$ cat src/hw/rtl/bclm_pkg.sv
// Shared types, constants and helper functions of the battery charge level monitor.
// No dependencies; every other file of the block refers to this package by scoped names.
package bclm_pkg;

    // Field widths
    localparam int unsigned CMD_W     = 2;
    localparam int unsigned ADC_W     = 12;
    localparam int unsigned RATIO_W   = 16;
    localparam int unsigned MV_W      = 16;
    localparam int unsigned PCT_W     = 7;
    localparam int unsigned MS_W      = 32;
    localparam int unsigned CFG_IDX_W = 1;
    localparam int unsigned CFG_DAT_W = 32;

    // Divider ratio is unsigned Q4.12
    localparam int unsigned RATIO_FRAC = 12;
    localparam int unsigned PROD_W     = ADC_W + RATIO_W + 1;

    // Command codes
    typedef enum logic [CMD_W-1:0] {
        CMD_TICK   = 2'd0,
        CMD_UPDATE = 2'd1,
        CMD_FORCE  = 2'd2,
        CMD_CLEAR  = 2'd3
    } t_cmd;

    // Register indexes
    localparam logic [CFG_IDX_W-1:0] REG_INTERVAL = 1'b0;
    localparam logic [CFG_IDX_W-1:0] REG_RATIO    = 1'b1;

    // Register reset values
    localparam logic [MS_W-1:0]    INTERVAL_RST = 32'd1000;
    localparam logic [RATIO_W-1:0] RATIO_RST    = 16'd8192;

    // LiPo curve break points (mV, percent)
    localparam logic [MV_W-1:0]  CURVE_MV_FULL = 16'd4200;
    localparam logic [MV_W-1:0]  CURVE_MV_HIGH = 16'd4000;
    localparam logic [MV_W-1:0]  CURVE_MV_MID  = 16'd3800;
    localparam logic [MV_W-1:0]  CURVE_MV_LOW  = 16'd3650;
    localparam logic [MV_W-1:0]  CURVE_MV_EMPTY = 16'd3300;
    localparam logic [PCT_W-1:0] CURVE_PCT_FULL = 7'd100;
    localparam logic [PCT_W-1:0] CURVE_PCT_HIGH = 7'd80;
    localparam logic [PCT_W-1:0] CURVE_PCT_MID  = 7'd50;
    localparam logic [PCT_W-1:0] CURVE_PCT_LOW  = 7'd20;
    localparam logic [PCT_W-1:0] CURVE_PCT_EMPTY = 7'd0;

    // floor(n / 10) for n below 1024: n * 205 >> 11
    function automatic logic [PCT_W-1:0] div10(input logic [9:0] n);
        logic [17:0] prod;
        prod  = 18'(n) * 18'd205;
        return prod[17:11];
    endfunction

    // floor(n / 70) for n below 2048: n * 1873 >> 17
    function automatic logic [PCT_W-1:0] div70(input logic [10:0] n);
        logic [21:0] prod;
        prod  = 22'(n) * 22'd1873;
        return {2'b00, prod[21:17]};
    endfunction

endpackage

$ cat src/hw/rtl/bclm_if.sv
// Handshake channel interfaces of the battery charge level monitor: items in, results out,
// configuration writes. Depends on bclm_pkg for widths.
interface bclm_in_if;
    logic                          valid;
    logic                          ready;
    logic [bclm_pkg::CMD_W-1:0]    cmd;
    logic [bclm_pkg::ADC_W-1:0]    adc_millivolts;

    modport source (output valid, cmd, adc_millivolts, input ready);
    modport sink   (input valid, cmd, adc_millivolts, output ready);
endinterface

interface bclm_out_if;
    logic                          valid;
    logic                          ready;
    logic [bclm_pkg::PCT_W-1:0]    charge_percent;
    logic [bclm_pkg::MV_W-1:0]     battery_millivolts;
    logic [bclm_pkg::ADC_W-1:0]    held_adc_millivolts;
    logic                          display_dirty;
    logic                          update_taken;

    modport source (output valid, charge_percent, battery_millivolts, held_adc_millivolts,
                     display_dirty, update_taken, input ready);
    modport sink   (input valid, charge_percent, battery_millivolts, held_adc_millivolts,
                     display_dirty, update_taken, output ready);
endinterface

interface bclm_cfg_if;
    logic                             valid;
    logic                             ready;
    logic [bclm_pkg::CFG_IDX_W-1:0]   index;
    logic [bclm_pkg::CFG_DAT_W-1:0]   data;

    modport source (output valid, index, data, input ready);
    modport sink   (input valid, index, data, output ready);
endinterface

$ cat src/hw/rtl/battery_charge_level_monitor.sv
// Top level of the battery charge level monitor: item register, state update, result register.
// Depends on bclm_pkg, the channel interfaces, bclm_scale and bclm_curve.

// The block takes one command item per clock cycle while the result side is not stalled and
// returns exactly one result item for each, in order, through the item register and then the
// result register. Unstalled, the throughput is one item per cycle: the two registers form a
// two-entry pipeline. The divider-scaling multiplier, the curve lookup, the due-time compare
// and the dirty test all lie in the stage between the two registers that updates the state,
// so each item sees the state left by the one before it. Each result shows the stored
// percentage, battery voltage, held ADC reading and dirty flag as they stand after its
// command, plus whether that command took a reading. Configuration writes are always
// accepted; write them only while no item is in flight, since an item waiting in the item
// register reads the registers when it advances.
module battery_charge_level_monitor (
    input  logic          i_clk,
    input  logic          i_rst_n,
    bclm_in_if.sink       i_item,
    bclm_out_if.source    o_result,
    bclm_cfg_if.sink      i_cfg
);
    // Configuration registers
    logic [bclm_pkg::MS_W-1:0]    r_interval_ms;
    logic [bclm_pkg::RATIO_W-1:0] r_ratio_q12;

    // Item register
    logic                         r_in_valid;
    bclm_pkg::t_cmd               r_in_cmd;
    logic [bclm_pkg::ADC_W-1:0]   r_in_adc;

    // Block state; all but the time counters are shown directly on the result channel
    logic [bclm_pkg::MS_W-1:0]    r_now_ms,   n_now_ms;
    logic [bclm_pkg::MS_W-1:0]    r_last_ms,  n_last_ms;
    logic [bclm_pkg::MV_W-1:0]    r_batt_mv,  n_batt_mv;
    logic [bclm_pkg::ADC_W-1:0]   r_adc_mv,   n_adc_mv;
    logic [bclm_pkg::PCT_W-1:0]   r_pct,      n_pct;
    logic                         r_dirty,    n_dirty;
    logic                         r_taken,    n_taken;
    logic                         r_out_valid;

    logic [bclm_pkg::MV_W-1:0]    w_scaled_mv;
    logic [bclm_pkg::PCT_W-1:0]   w_pct;
    logic [bclm_pkg::MV_W-1:0]    w_diff;
    logic                         w_take;
    logic                         w_adv;
    logic                         w_fire;
    logic                         w_in_acc;

    // Scale held reading; user must keep ratio stable while items in flight, not enforced
    bclm_scale u_scale (
        .i_adc       (r_in_adc),
        .i_ratio_q12 (r_ratio_q12),
        .o_mv        (w_scaled_mv)
    );

    bclm_curve u_curve (
        .i_mv      (w_scaled_mv),
        .o_percent (w_pct)
    );

    // Advance the pipeline when the result register is empty or being drained
    assign w_adv        = !r_out_valid || o_result.ready;
    assign w_fire       = r_in_valid && w_adv;
    assign i_item.ready = !r_in_valid || w_adv;
    assign w_in_acc     = i_item.valid && i_item.ready;
    assign i_cfg.ready  = 1'b1;

    assign w_diff = (w_scaled_mv > r_batt_mv) ? (w_scaled_mv - r_batt_mv)
                                              : (r_batt_mv - w_scaled_mv);

    // Next state for the command in the item register
    always_comb begin
        n_now_ms  = r_now_ms;
        n_last_ms = r_last_ms;
        n_batt_mv = r_batt_mv;
        n_adc_mv  = r_adc_mv;
        n_pct     = r_pct;
        n_dirty   = r_dirty;
        w_take    = 1'b0;
        case (r_in_cmd)
            bclm_pkg::CMD_TICK: begin
                n_now_ms = r_now_ms + bclm_pkg::MS_W'(1);
            end
            bclm_pkg::CMD_UPDATE: begin
                // wrapped elapsed time against the interval
                w_take = (r_now_ms - r_last_ms) >= r_interval_ms;
            end
            bclm_pkg::CMD_FORCE: begin
                w_take = 1'b1;
            end
            bclm_pkg::CMD_CLEAR: begin
                n_dirty = 1'b0;
            end
            default: begin
                n_dirty = r_dirty;
            end
        endcase
        if (w_take) begin
            n_batt_mv = w_scaled_mv;
            n_adc_mv  = r_in_adc;
            n_pct     = w_pct;
            n_last_ms = r_now_ms;
            // mark for redraw on a new percentage or a move of more than 1 mV
            if ((w_pct != r_pct) || (w_diff > bclm_pkg::MV_W'(1))) begin
                n_dirty = 1'b1;
            end
        end
        n_taken = w_take;
    end

    // Configuration writes
    always_ff @(posedge i_clk) begin
        if (!i_rst_n) begin
            r_interval_ms <= bclm_pkg::INTERVAL_RST;
            r_ratio_q12   <= bclm_pkg::RATIO_RST;
        end else if (i_cfg.valid && i_cfg.ready) begin
            case (i_cfg.index)
                bclm_pkg::REG_INTERVAL: r_interval_ms <= i_cfg.data;
                bclm_pkg::REG_RATIO:    r_ratio_q12   <= i_cfg.data[bclm_pkg::RATIO_W-1:0];
                default: begin
                    r_interval_ms <= r_interval_ms;
                end
            endcase
        end
    end

    // Item register: load on accept, drop once passed on
    always_ff @(posedge i_clk) begin
        if (!i_rst_n) begin
            r_in_valid <= 1'b0;
        end else if (w_in_acc) begin
            r_in_valid <= 1'b1;
        end else if (w_adv) begin
            r_in_valid <= 1'b0;
        end
    end

    always_ff @(posedge i_clk) begin
        if (w_in_acc) begin
            r_in_cmd <= bclm_pkg::t_cmd'(i_item.cmd);
            r_in_adc <= i_item.adc_millivolts;
        end
    end

    // State and result register: advance together, hold while the result is stalled
    always_ff @(posedge i_clk) begin
        if (!i_rst_n) begin
            r_now_ms    <= '0;
            r_last_ms   <= '0;
            r_batt_mv   <= '0;
            r_adc_mv    <= '0;
            r_pct       <= '0;
            r_dirty     <= 1'b1;
            r_taken     <= 1'b0;
            r_out_valid <= 1'b0;
        end else if (w_fire) begin
            r_now_ms    <= n_now_ms;
            r_last_ms   <= n_last_ms;
            r_batt_mv   <= n_batt_mv;
            r_adc_mv    <= n_adc_mv;
            r_pct       <= n_pct;
            r_dirty     <= n_dirty;
            r_taken     <= n_taken;
            r_out_valid <= 1'b1;
        end else if (o_result.ready) begin
            r_out_valid <= 1'b0;
        end
    end

    assign o_result.valid               = r_out_valid;
    assign o_result.charge_percent      = r_pct;
    assign o_result.battery_millivolts  = r_batt_mv;
    assign o_result.held_adc_millivolts = r_adc_mv;
    assign o_result.display_dirty       = r_dirty;
    assign o_result.update_taken        = r_taken;

endmodule

$ cat src/hw/rtl/bclm_scale.sv
// Divider scaling: ADC millivolts times the Q4.12 ratio, rounded half up, saturated.
// Depends on bclm_pkg.
module bclm_scale (
    input  logic [bclm_pkg::ADC_W-1:0]   i_adc,
    input  logic [bclm_pkg::RATIO_W-1:0] i_ratio_q12,
    output logic [bclm_pkg::MV_W-1:0]    o_mv
);
    localparam int unsigned SHIFT_W = bclm_pkg::PROD_W - bclm_pkg::RATIO_FRAC;

    logic [bclm_pkg::PROD_W-1:0] w_prod;
    logic [SHIFT_W-1:0]          w_shifted;

    assign w_prod    = bclm_pkg::PROD_W'(i_adc) * bclm_pkg::PROD_W'(i_ratio_q12)
                     + bclm_pkg::PROD_W'(1 << (bclm_pkg::RATIO_FRAC - 1));
    assign w_shifted = w_prod[bclm_pkg::PROD_W-1:bclm_pkg::RATIO_FRAC];

    // clamp to full scale when the top bit is set
    assign o_mv = (w_shifted[SHIFT_W-1:bclm_pkg::MV_W] != '0) ? '1
                                                              : w_shifted[bclm_pkg::MV_W-1:0];
endmodule

$ cat src/hw/rtl/bclm_curve.sv
// Piecewise linear LiPo curve: battery millivolts to state of charge, round half up.
// Depends on bclm_pkg for the curve points and the constant dividers.
module bclm_curve (
    input  logic [bclm_pkg::MV_W-1:0]  i_mv,
    output logic [bclm_pkg::PCT_W-1:0] o_percent
);
    logic [bclm_pkg::MV_W-1:0] w_x_high;
    logic [bclm_pkg::MV_W-1:0] w_x_mid;
    logic [bclm_pkg::MV_W-1:0] w_x_low;
    logic [bclm_pkg::MV_W-1:0] w_x_empty;
    logic [9:0]                w_n_high;
    logic [9:0]                w_n_mid;
    logic [9:0]                w_n_low;
    logic [10:0]               w_n_empty;

    assign w_x_high  = i_mv - bclm_pkg::CURVE_MV_HIGH;
    assign w_x_mid   = i_mv - bclm_pkg::CURVE_MV_MID;
    assign w_x_low   = i_mv - bclm_pkg::CURVE_MV_LOW;
    assign w_x_empty = i_mv - bclm_pkg::CURVE_MV_EMPTY;

    // Each segment reduces to floor(n / d) with small constant d:
    // top (x+5)/10, upper middle (3x+10)/20, lower middle (2x+5)/10, bottom (4x+35)/70
    assign w_n_high  = w_x_high[9:0] + 10'd5;
    assign w_n_mid   = 10'(({2'b00, w_x_mid[7:0]} * 10'd3 + 10'd10) >> 1);
    assign w_n_low   = {w_x_low[8:0], 1'b0} + 10'd5;
    assign w_n_empty = {w_x_empty[8:0], 2'b00} + 11'd35;

    always_comb begin
        if (i_mv >= bclm_pkg::CURVE_MV_FULL) begin
            o_percent = bclm_pkg::CURVE_PCT_FULL;
        end else if (i_mv <= bclm_pkg::CURVE_MV_EMPTY) begin
            o_percent = bclm_pkg::CURVE_PCT_EMPTY;
        end else if (i_mv >= bclm_pkg::CURVE_MV_HIGH) begin
            o_percent = bclm_pkg::CURVE_PCT_HIGH + bclm_pkg::div10(w_n_high);
        end else if (i_mv >= bclm_pkg::CURVE_MV_MID) begin
            o_percent = bclm_pkg::CURVE_PCT_MID + bclm_pkg::div10(w_n_mid);
        end else if (i_mv >= bclm_pkg::CURVE_MV_LOW) begin
            o_percent = bclm_pkg::CURVE_PCT_LOW + bclm_pkg::div10(w_n_low);
        end else begin
            o_percent = bclm_pkg::CURVE_PCT_EMPTY + bclm_pkg::div70(w_n_empty);
        end
    end
endmodule

$ cat src/flat_wrapper.sv
// flat-port wrapper written by rule: the top's interface ports become plain ports
module battery_charge_level_monitor_flat 
  (i_clk, i_rst_n, i_item_valid, i_item_cmd, i_item_adc_millivolts, i_item_ready, o_result_valid, o_result_charge_percent, o_result_battery_millivolts, o_result_held_adc_millivolts, o_result_display_dirty, o_result_update_taken, o_result_ready, i_cfg_valid, i_cfg_index, i_cfg_data, i_cfg_ready);
  bclm_in_if i_item_i ();
  bclm_out_if o_result_i ();
  bclm_cfg_if i_cfg_i ();
  input  logic i_clk;
  input  logic i_rst_n;
  input wire logic [$bits(i_item_i.valid)-1:0] i_item_valid;
  input wire logic [$bits(i_item_i.cmd)-1:0] i_item_cmd;
  input wire logic [$bits(i_item_i.adc_millivolts)-1:0] i_item_adc_millivolts;
  output wire logic [$bits(i_item_i.ready)-1:0] i_item_ready;
  output wire logic [$bits(o_result_i.valid)-1:0] o_result_valid;
  output wire logic [$bits(o_result_i.charge_percent)-1:0] o_result_charge_percent;
  output wire logic [$bits(o_result_i.battery_millivolts)-1:0] o_result_battery_millivolts;
  output wire logic [$bits(o_result_i.held_adc_millivolts)-1:0] o_result_held_adc_millivolts;
  output wire logic [$bits(o_result_i.display_dirty)-1:0] o_result_display_dirty;
  output wire logic [$bits(o_result_i.update_taken)-1:0] o_result_update_taken;
  input wire logic [$bits(o_result_i.ready)-1:0] o_result_ready;
  input wire logic [$bits(i_cfg_i.valid)-1:0] i_cfg_valid;
  input wire logic [$bits(i_cfg_i.index)-1:0] i_cfg_index;
  input wire logic [$bits(i_cfg_i.data)-1:0] i_cfg_data;
  output wire logic [$bits(i_cfg_i.ready)-1:0] i_cfg_ready;
  assign i_item_i.valid = i_item_valid;
  assign i_item_i.cmd = i_item_cmd;
  assign i_item_i.adc_millivolts = i_item_adc_millivolts;
  assign i_item_ready = i_item_i.ready;
  assign o_result_valid = o_result_i.valid;
  assign o_result_charge_percent = o_result_i.charge_percent;
  assign o_result_battery_millivolts = o_result_i.battery_millivolts;
  assign o_result_held_adc_millivolts = o_result_i.held_adc_millivolts;
  assign o_result_display_dirty = o_result_i.display_dirty;
  assign o_result_update_taken = o_result_i.update_taken;
  assign o_result_i.ready = o_result_ready;
  assign i_cfg_i.valid = i_cfg_valid;
  assign i_cfg_i.index = i_cfg_index;
  assign i_cfg_i.data = i_cfg_data;
  assign i_cfg_ready = i_cfg_i.ready;
  battery_charge_level_monitor u_core (.i_clk(i_clk), .i_rst_n(i_rst_n), .i_item(i_item_i), .o_result(o_result_i), .i_cfg(i_cfg_i));
endmodule
$ cat config.mk
export PLATFORM = sky130hd
export DESIGN_NAME = battery_charge_level_monitor_flat
export DESIGN_NICKNAME = d
export VERILOG_FILES = /design/src/hw/rtl/bclm_pkg.sv /design/src/hw/rtl/bclm_if.sv /design/src/hw/rtl/battery_charge_level_monitor.sv /design/src/hw/rtl/bclm_scale.sv /design/src/hw/rtl/bclm_curve.sv /design/src/flat_wrapper.sv
export SDC_FILE = /design/constraint.sdc
export NUM_CORES = 1
export LEC_CHECK = 0
export ABC_AREA = 0
export CORE_AREA = 5 5 175 219
export DETAILED_ROUTE_END_ITERATION = 8
export DIE_AREA = 0 0 180 224
export DONT_BUFFER_PORTS = 1
export PLACE_DENSITY = 0.81
export SLEW_MARGIN = 15
export SYNTH_ARGS = -nofsm -noshare
export SYNTH_HDL_FRONTEND = slang
export SYNTH_HIERARCHICAL = 1
export SYNTH_SLANG_ARGS = --single-unit
export TNS_END_PERCENT = 10
$ cat constraint.sdc
create_clock -name i_clk -period 19 [get_ports i_clk]
set_input_delay 3.8 -clock i_clk [delete_from_list [all_inputs] [get_ports i_clk]]
set_output_delay 3.8 -clock i_clk [all_outputs]
set_load 0.02 [all_outputs]
==> results of run 1 <==
[critical path, delay by kind of cell (launching register included)]
family          cells  cell delay, ns
buf+inv             7            0.69
simple gates       12            3.55
flops               1            0.62
xor+xnor            4            0.92
fa+ha+maj          14            6.48
compound gates     13            3.51
[path summary, 6_finish.rpt]
path                             start                       endpoint  slack, ns  depth (start not counted)
setup / recovery   u_core/r_in_adc[11]  u_core/o_result.display_dirty       3.11                         50
hold / removal    u_core/r_last_ms[16]           u_core/r_last_ms[16]       0.45                          2
setup reg to reg   u_core/r_in_adc[11]  u_core/o_result.display_dirty       3.11                         50
hold reg to reg   u_core/r_last_ms[16]           u_core/r_last_ms[16]       0.45                          2
[kinds of logic (layout without fill, tap and decap cells)]
group | after synthesis | count (layout) | synth area share [%]
flip-flops | 165 | 165 | 14.5
buffers and inverters | 555 | 485 | 8.94
AO/OA/AOI/OAI | 505 | 505 | 14.0
other | 1 | 6 | 0.0157
AND/OR/NAND/NOR | 875 | 875 | 17.5
multiplexers | 9 | 9 | 0.384
adder cells (fa/ha/maj) | 610 | 610 | 38.6
XOR/XNOR | 162 | 162 | 6.02
[layer usage]
layer / share of wire [%] / vias up / wire length [um]
met1: 40 / 9470 / 23600
met2: 50 / 676 / 29800
met3: 5.3 / 175 / 3130
li1: - / 9389 / -
met5: 0 / - / 0
met4: 4.9 / 0 / 2900
[flip-flops by register name (all words and copies together), names as in the netlist]
| name | count |
|---|---|
| u_core/r_in_valid | 1 |
| u_core/o_result.charge_percent | 7 |
| u_core/o_result.held_adc_millivolts | 12 |
| u_core/r_last_ms | 32 |
| u_core/r_in_adc | 12 |
| u_core/r_interval_ms | 32 |
| u_core/r_ratio_q12 | 16 |
| u_core/o_result.display_dirty | 1 |
| u_core/o_result.battery_millivolts | 16 |
| u_core/o_result.update_taken | 1 |
| u_core/o_result.valid | 1 |
| u_core/r_now_ms | 32 |
| u_core/r_in_cmd | 2 |
[cell type report]
class	count	area, sq um
inverter	442	1660
timing repair buffer	11	82.6
fill	2917	11400
antenna	5	12.5
multi-input combinational	2162	18300
tap	480	601
clock buffer	20	458
sequential	165	3440
clock inverter	12	131
[synth_stat cells (all sizes together) (20+ instances only)]
library cell and count:
o21ai 143, and2 103, inv 442, dfxtp 151, nor2b 24, nor3 38
nand4 29, fa 209, nor2 88, ha 400, nand2b 20, a21boi 47
xnor2 110, a211oi 24, a21oi 113, xor2 51, clkbuf 96, nand3 104
a21o 33, nand2 390
[placed cells by master, fill, tap and decap left out, types with 33 or more instances in the layout]
cell type,netlist,routed
o21ai_0,50,50
a21oi_1,109,108
nor3_1,38,38
a21o_1,33,33
dfxtp_1,151,151
nor2_1,88,88
xor2_1,51,51
fa_1,209,209
o21ai_1,91,91
nand2_1,390,390
xnor2_1,110,110
ha_1,400,400
nand3_1,104,104
a21boi_0,45,45
and2_1,102,102
inv_1,440,440
[stage by stage]
stage	instance area (sq um)	util, %	instances	worst slack (ns)
after floorplan	23800	-	2882	5.65
after global routing	24600	68.4	3296	2.41
after detailed placement	24000	66.8	3260	3.45
final	24600	68.4	3297	3.11
after global placement	24000	66.8	3260	3.91
after CTS	24600	68.4	3292	3.41
==> run metrics, run 1 <==
arrival time worst endpoint=between 15 and 20 ns; Post-DRT Antenna Nets=0; RSZ-0062 raised after global routing=no; fin crit share=83.6%; Synth Flop Type=dfxtp_1; Die ar.=slightly above 40000 sq um; I/O pins=between 90 and 100; DR vias/cell=5.98; mean post-synth cell area=between 8 and 9 sq um; chip height=~220 um; run status=completed; RD Place Congestion=between 0.9 and 1; cells resized by post-CTS repair=0; critical path class=reg2reg; number of synthesized flops with an enable pin=14; Peak Freq=62.9 MHz; TritonCTS Buffers=17; met2 usage=between 50% and 60%; Max Cap Viol=0; met1 usage=roughly a third; Initial DRC Count=1555; layout cells sized above 1=2.67%; cts hold-fix bufs=0; WL per Instance=between 15 and 20 um; Synthesis Warnings=6; Final setup viols=0; gr ovfl total=0; Min-Delay Path Class=reg2reg; crit start category=flop; Die Span X=between 150 and 200 um; clock buffer depth=2; Slew HR=between 20% and 30%; IO Port Bufs=0; cell count after synthesis=between 2000 and 3000; vias in the first global route=20000; most frequent CP cell=fa_1; Syn Std Cell Area=23800 sq um; worst slew pin tran=1.11 ns; skew final=roughly 0.021 ns; Distinct cells, synth=95; CTS tree=built; syn_nets=3543; CP max FO=17; minimum clock period=15.89 ns; Starting Density=~66%; Tot GR Track Use=approximately 29%; Worst Path Required=19.33 ns; buffer count from post-CTS setup fixing=0; share of the synthesized area in the top cell type=21.0%; Clk Latency, worst-skew pair=roughly 0.45 ns; # DRC=0; met3 Use GR=around 3.4%; Final Hold Viols=0; Vias=between 15000 and 20000; Setup TNS=0 ns; top post-synthesis cells by area=ha_1, fa_1, dfxtp_1; Post-Route WL=59.4 mm; TritonCTS Sinks=165; drt pass-1 iters=6; initial antenna violation count=5; Root Driver=clkbuf_16; Min Hold Slack=between 0.4 and 0.5 ns; Slew Viols, Final=0; post-DP HPWL=approximately 47 mm; Nets=3460; pin count of the biggest net entering global routing=220; Most Crowded Layer GR=met2; Async SR Flop Fraction=0%; post-synthesis register bit count=between 150 and 200; row cnt=78; CP max-delay cell=nor4_1; sequential fraction of the synthesis area=~14%; Core Area=roughly 36000 sq um; register clock-pin slew on the reported worst setup and hold paths=0.08 ns; Largest stage delay, worst path=about 0.74 ns; first-pass GRT wire length=approximately 98 mm; area leader, netlist=ha_1; critical path capture point type=flop; htree depth=4; Area growth, synth to finish=3.48%
Power of run 1 is left out: the tool's default activity adds up to more than one toggle a clock period on the data nets, which glitch-free logic cannot reach.
==> run 2, diff against run 1 <==
--- a/config.mk
+++ b/config.mk
@@ -6,11 +6,11 @@
 export NUM_CORES = 1
 export LEC_CHECK = 0
 export ABC_AREA = 0
-export CORE_AREA = 5 5 175 219
+export CORE_AREA = 5 5 183 229
 export DETAILED_ROUTE_END_ITERATION = 8
-export DIE_AREA = 0 0 180 224
+export DIE_AREA = 0 0 188 234
 export DONT_BUFFER_PORTS = 1
-export PLACE_DENSITY = 0.81
+export PLACE_DENSITY = 0.77
 export SLEW_MARGIN = 15
 export SYNTH_ARGS = -nofsm -noshare
 export SYNTH_HDL_FRONTEND = slang
==> constraint.sdc (replaced) <==
create_clock -name i_clk -period 13.1 [get_ports i_clk]
set_input_delay 2.62 -clock i_clk [delete_from_list [all_inputs] [get_ports i_clk]]
set_output_delay 2.62 -clock i_clk [all_outputs]
set_load 0.02 [all_outputs]
==> run metrics, run 2 (synthesized netlist as in run 1, its figures left out) <==
run status=complete, but fails checks; violated checks=negative setup slack; WL per Instance=18.1 um (+0.17%); chip height=234 um (+4.5%); Largest stage delay, worst path=0.58 ns (-0.16 ns); placed cell count=3476 (+6.6%); critical path capture point type=flop; critical path class=reg2reg; I/O pins=92 (unchanged); Slew Viols, Final=0 (unchanged); final worst slack=-0.115 ns (-3.23 ns); Min-Delay Path Class=reg2reg; drt pass-1 iters=8 (+2); DP Area=25600 sq um (+6.5%); skew final=0.0113 ns (-0.00995 ns); worst slew pin tran=1.01 ns (-0.0971 ns); IO Port Bufs=0 (unchanged); Post-DRT Antenna Nets=0 (unchanged); TritonCTS Buffers=17 (unchanged); final non-filler cell total=3559 (+7.9%); commonest non-fill, non-tap cell in the layout=inv_1; htree depth=4 (unchanged); Peak Freq=75.7 MHz (+20%); fin util=69.9% (+1.5 points); RSZ-0062 raised after global routing=yes; minimum clock period=13.22 ns (-2.67 ns); Nets=3702 (+7.0%); pin count of the biggest net entering global routing=220 (unchanged); Vias=20900 (+5.9%); Post-Route WL=64.3 mm (+8.1%); Clk Latency, worst-skew pair=0.46 ns (about the same); Final Hold Viols=0 (unchanged); layout cells sized above 1=15.7% (+13 points); Root Driver=clkbuf_16; clock buffer depth=2 (unchanged); row cnt=82 (+5.1%); Min Hold Slack=0.448 ns (-0.000543 ns); Largest regs=u_core/r_interval_ms x32, u_core/r_last_ms x32, u_core/r_now_ms x32; most frequent CP cell=fa_1; Area growth, synth to finish=16.3%; CTS tree=built; initial antenna violation count=1 (-4); Core Area=39600 sq um (+10%); RD Place Congestion=0.946 (-0.87%); Slew HR=32.4% (+6.5 points); Initial DRC Count=1338 (-14%); TritonCTS Sinks=165 (unchanged); # DRC=0 (unchanged); CP max FO=7 (-10); fin crit share=101% (+17 points); fin area=27700 sq um (+12%); arrival time worst endpoint=13.55 ns (-2.67 ns); DR vias/cell=5.86 (-1.9%); Die Span X=188 um (+4.4%); first-pass GRT wire length=101 mm (+3.7%); Worst Path Required=13.44 ns (-5.89 ns); vias in the first global route=21200 (+5.9%); Starting Density=60.1% (-6.0 points); Tot GR Track Use=27.8% (-1.2 points); crit start category=flop; post-DP HPWL=49.4 mm (+5.2%); Die ar.=44000 sq um (+9.1%); Max Cap Viol=0 (unchanged); Final setup viols=1 (+1); most frequent cells in the layout=inv_1, nand2_1, ha_1; gr ovfl total=0 (unchanged); CP max-delay cell=fa_1; register clock-pin slew on the reported worst setup and hold paths=0.08 ns (about the same)
## run 2: cell count changes in the layout (fill, tap and decap cells not counted), sizes merged
cell,change
and4bb,+1
bufinv,-1
buf,+240
clkinv,+2
clkinvlp,+2
diode,-4
clkbuf,-2
## run 2: layer usage
layer  up-vias  track usage, %  share of wire [%]
li1       9865               -                  -
met1     10100            31.7                 38
met2       673            51.1                 51
met3       257            3.38                4.3
met4         0            14.9                6.2
met5         -               0                  0
## run 2: repair_timing
| item | in CTS | in global routing |
|---|---|---|
| gates cloned | 1 | 1 |
| pin swaps | 26 | 122 |
| endpoints found under the setup margin | 1 | 1 |
| resized for setup | 62 | 155 |
| buffers inserted | 18 | 30 |
| hold buffers | 0 | 0 |
## run 2: through the flow
stage                     setup slack, ns  TNS, ns
after floorplan                    0.0258        0
final                              -0.115   -0.115
after global placement             -0.526   -0.526
after detailed placement            -1.03    -1.03
after global routing               -0.624   -0.624
after CTS                          -0.194   -0.194
## run 2: worst max-delay path: cells and delay by family (launching register included)
family / cells / cell delay, ns
XOR/XNOR: 4 / 0.59
AO/OA/AOI/OAI: 11 / 1.86
multiplexers: 1 / 0.28
adder cells (fa/ha/maj): 13 / 5.20
AND/OR/NAND/NOR: 17 / 3.35
buffers and inverters: 14 / 1.37
flip-flops: 1 / 0.40
## run 2: final cells by class
| cell class | count | area (sq um) |
|---|---|---|
| Multi-Input combinational cell | 2163 | 19300 |
| Clock inverter | 15 | 160 |
| Timing Repair Buffer | 252 | 2080 |
| Inverter | 442 | 1670 |
| Tap cell | 504 | 631 |
| Antenna cell | 1 | 2.50 |
| Clock buffer | 17 | 425 |
| Sequential cell | 165 | 3460 |
| Fill cell | 2955 | 11900 |
## run 2: worst paths after layout
kind                        startpoint                            end  slack (ns)  cells past startpoint
setup / recovery    u_core/r_in_adc[4]  u_core/o_result.display_dirty       -0.12                     60
hold / removal    u_core/r_last_ms[19]           u_core/r_last_ms[19]        0.45                      2
setup reg to reg    u_core/r_in_adc[4]  u_core/o_result.display_dirty       -0.12                     60
hold reg to reg   u_core/r_last_ms[19]           u_core/r_last_ms[19]        0.45                      2
Power of run 2 is left out for the same reason.
==> run 3, diff against run 2 <==
--- a/config.mk
+++ b/config.mk
@@ -6,11 +6,13 @@
 export NUM_CORES = 1
 export LEC_CHECK = 0
 export ABC_AREA = 0
-export CORE_AREA = 5 5 183 229
+export CELL_PAD_IN_SITES_DETAIL_PLACEMENT = 0
+export CELL_PAD_IN_SITES_GLOBAL_PLACEMENT = 1
+export CORE_AREA = 5 5 210 263
 export DETAILED_ROUTE_END_ITERATION = 8
-export DIE_AREA = 0 0 188 234
+export DIE_AREA = 0 0 215 268
 export DONT_BUFFER_PORTS = 1
-export PLACE_DENSITY = 0.77
+export PLACE_DENSITY = 0.76
 export SLEW_MARGIN = 15
 export SYNTH_ARGS = -nofsm -noshare
 export SYNTH_HDL_FRONTEND = slang
==> constraint.sdc (replaced) <==
create_clock -name i_clk -period 11.3 [get_ports i_clk]
set_input_delay 2.26 -clock i_clk [delete_from_list [all_inputs] [get_ports i_clk]]
set_output_delay 2.26 -clock i_clk [all_outputs]
set_load 0.02 [all_outputs]
==> run metrics, run 3 (synthesized netlist as in run 1, its figures left out) <==
run status=complete, but fails checks; violated checks=negative setup slack; Final setup viols=1 (unchanged); Die ar.=57600 sq um (+31%); Starting Density=45.5% (-15 points); worst flop-to-flop path endpoint=u_core/o_result.display_dirty; reg2reg start=u_core/r_in_adc[8]; Slew HR=22.7% (-9.7 points); clock buffer depth=2 (unchanged); DR vias/cell=5.33 (-9.2%); Reg2Reg Setup Slack=-1.54 ns (-1.43 ns); Max Cap Viol=0 (unchanged); critical path capture point type=flop; Initial DRC Count=948 (-29%); Tot GR Track Use=23.1% (-4.8 points); pin count of the biggest net entering global routing=220 (unchanged); row cnt=94 (+15%); Vias=20500 (-1.8%); Peak Freq=77.9 MHz (+2.9%); RD Place Congestion=0.925 (-2.3%); most frequent cells in the layout=inv_1, ha_1, nand2_1; initial antenna violation count=0 (-1); htree depth=4 (unchanged); worst setup path startpoint=u_core/r_in_adc[8]; first-pass GRT wire length=108 mm (+6.6%); TritonCTS Sinks=165 (unchanged); Worst Path Required=11.66 ns (-1.78 ns); fin crit share=114% (+13 points); minimum clock period=12.84 ns (-0.371 ns); Setup TNS=-1.54 ns (-1.43 ns); # DRC=0 (unchanged); worst slew pin tran=1.16 ns (+0.146 ns); CP max-delay cell=fa_1; n_diodes=0 (-1); Largest regs=u_core/r_interval_ms x32, u_core/r_last_ms x32, u_core/r_now_ms x32; Nets=3826 (+3.3%); Root Driver=clkbuf_16; cell count of the worst reg-to-reg path=56 (-6.7%); Min-Delay Path Class=reg2reg; critical path class=reg2reg; Clk Latency, worst-skew pair=0.48 ns (+0.02 ns); fin area=28500 sq um (+3.1%); Core Area=52300 sq um (+32%); vias in the first global route=21400 (+1.0%); chip height=268 um (+15%); dpl ws=-1.87 ns (-0.835 ns); cts hold-fix bufs=0 (unchanged); gr ovfl total=0 (unchanged); Die Span X=215 um (+14%); CP endpoint=u_core/o_result.display_dirty; Area growth, synth to finish=19.8%; crit start category=flop; Min Hold Slack=0.447 ns (-0.00140 ns); CP max FO=7 (unchanged); IO Port Bufs=0 (unchanged); DP Area=27400 sq um (+6.9%); post-DP HPWL=53.5 mm (+8.4%); TritonCTS Buffers=17 (unchanged); Post-DRT Antenna Nets=0 (unchanged); commonest non-fill, non-tap cell in the layout=inv_1; Final Hold Viols=0 (unchanged); register clock-pin slew on the reported worst setup and hold paths=0.08 ns (about the same); arrival time worst endpoint=13.21 ns (-0.34 ns); skew final=0.0159 ns (+0.00462 ns); drt pass-1 iters=5 (-3); most frequent CP cell=fa_1; Post-Route WL=66.1 mm (+2.8%); final worst slack=-1.54 ns (-1.43 ns); I/O pins=92 (unchanged); layout cells sized above 1=17.9% (+2.2 points); RSZ-0062 raised after global routing=yes; WL per Instance=17.2 um (-5.0%); Largest stage delay, worst path=0.53 ns (-0.05 ns); CTS tree=built; Slew Viols, Final=0 (unchanged)
run 3: changes by cell type in the layout (fill, tap and decap cells not counted), sizes merged:
cell,previous run,this run
bufinv,0,1
and4bb,2,1
clkinvlp,2,3
buf,251,377
diode,1,0
inv,450,447
run 3: per-stage QoR:
step | utilization [%] | cells
global route | 54.5 | 3850
finish | 54.5 | 3850
floorplan | - | 2882
global placement | 52.3 | 3795
detailed placement | 52.3 | 3795
CTS | 54.0 | 3844
run 3: layout make-up:
type,instances,area (sq um)
fill,4815,23800
tap,672,841
sequential,165,3460
clock inverter,14,144
clock buffer,18,429
multi-input combinational,2162,19000
inverter,442,1680
timing repair buffer,377,3010
run 3: what timing repair did:
item | 4_1_cts | 5_1_grt
setup buffers | 17 | 5
hold endpoints to repair | 0 | 0
resized for setup | 37 | 38
setup endpoints to repair | 2 | 6
pin swaps | 25 | 31
run 3: worst min path at each step:
stage                         start  slack (ns)              endpoint  depth (start not counted)
2_1_floorplan  u_core/r_last_ms[10]        0.43  u_core/r_last_ms[10]                          2
4_1_cts         u_core/r_last_ms[3]        0.45   u_core/r_last_ms[3]                          2
6_report        u_core/r_last_ms[3]        0.45   u_core/r_last_ms[3]                          2
3_3_place_gp   u_core/r_last_ms[14]        0.44  u_core/r_last_ms[14]                          2
3_5_place_dp   u_core/r_last_ms[26]        0.44  u_core/r_last_ms[26]                          2
5_1_grt        u_core/r_last_ms[15]        0.47  u_core/r_last_ms[15]                          2
run 3: worst max-delay path: cells and delay by family (launching register included):
kind            cells  cell delay, ns
flops               1            0.44
compound gates     12            2.05
buf+inv            12            1.23
fa+ha+maj          14            5.36
xor+xnor            4            0.56
simple gates       14            3.07
run 3: metal layers:
metal | global-route usage [%] | routed length (um) | vias up
li1 | - | - | 10100
met1 | 26.5 | 26900 | 9851
met2 | 43.1 | 34300 | 421
met3 | 4.03 | 2700 | 117
met4 | 8.53 | 2160 | 0
met5 | 0 | 0 | -
Power of run 3 is left out for the same reason.
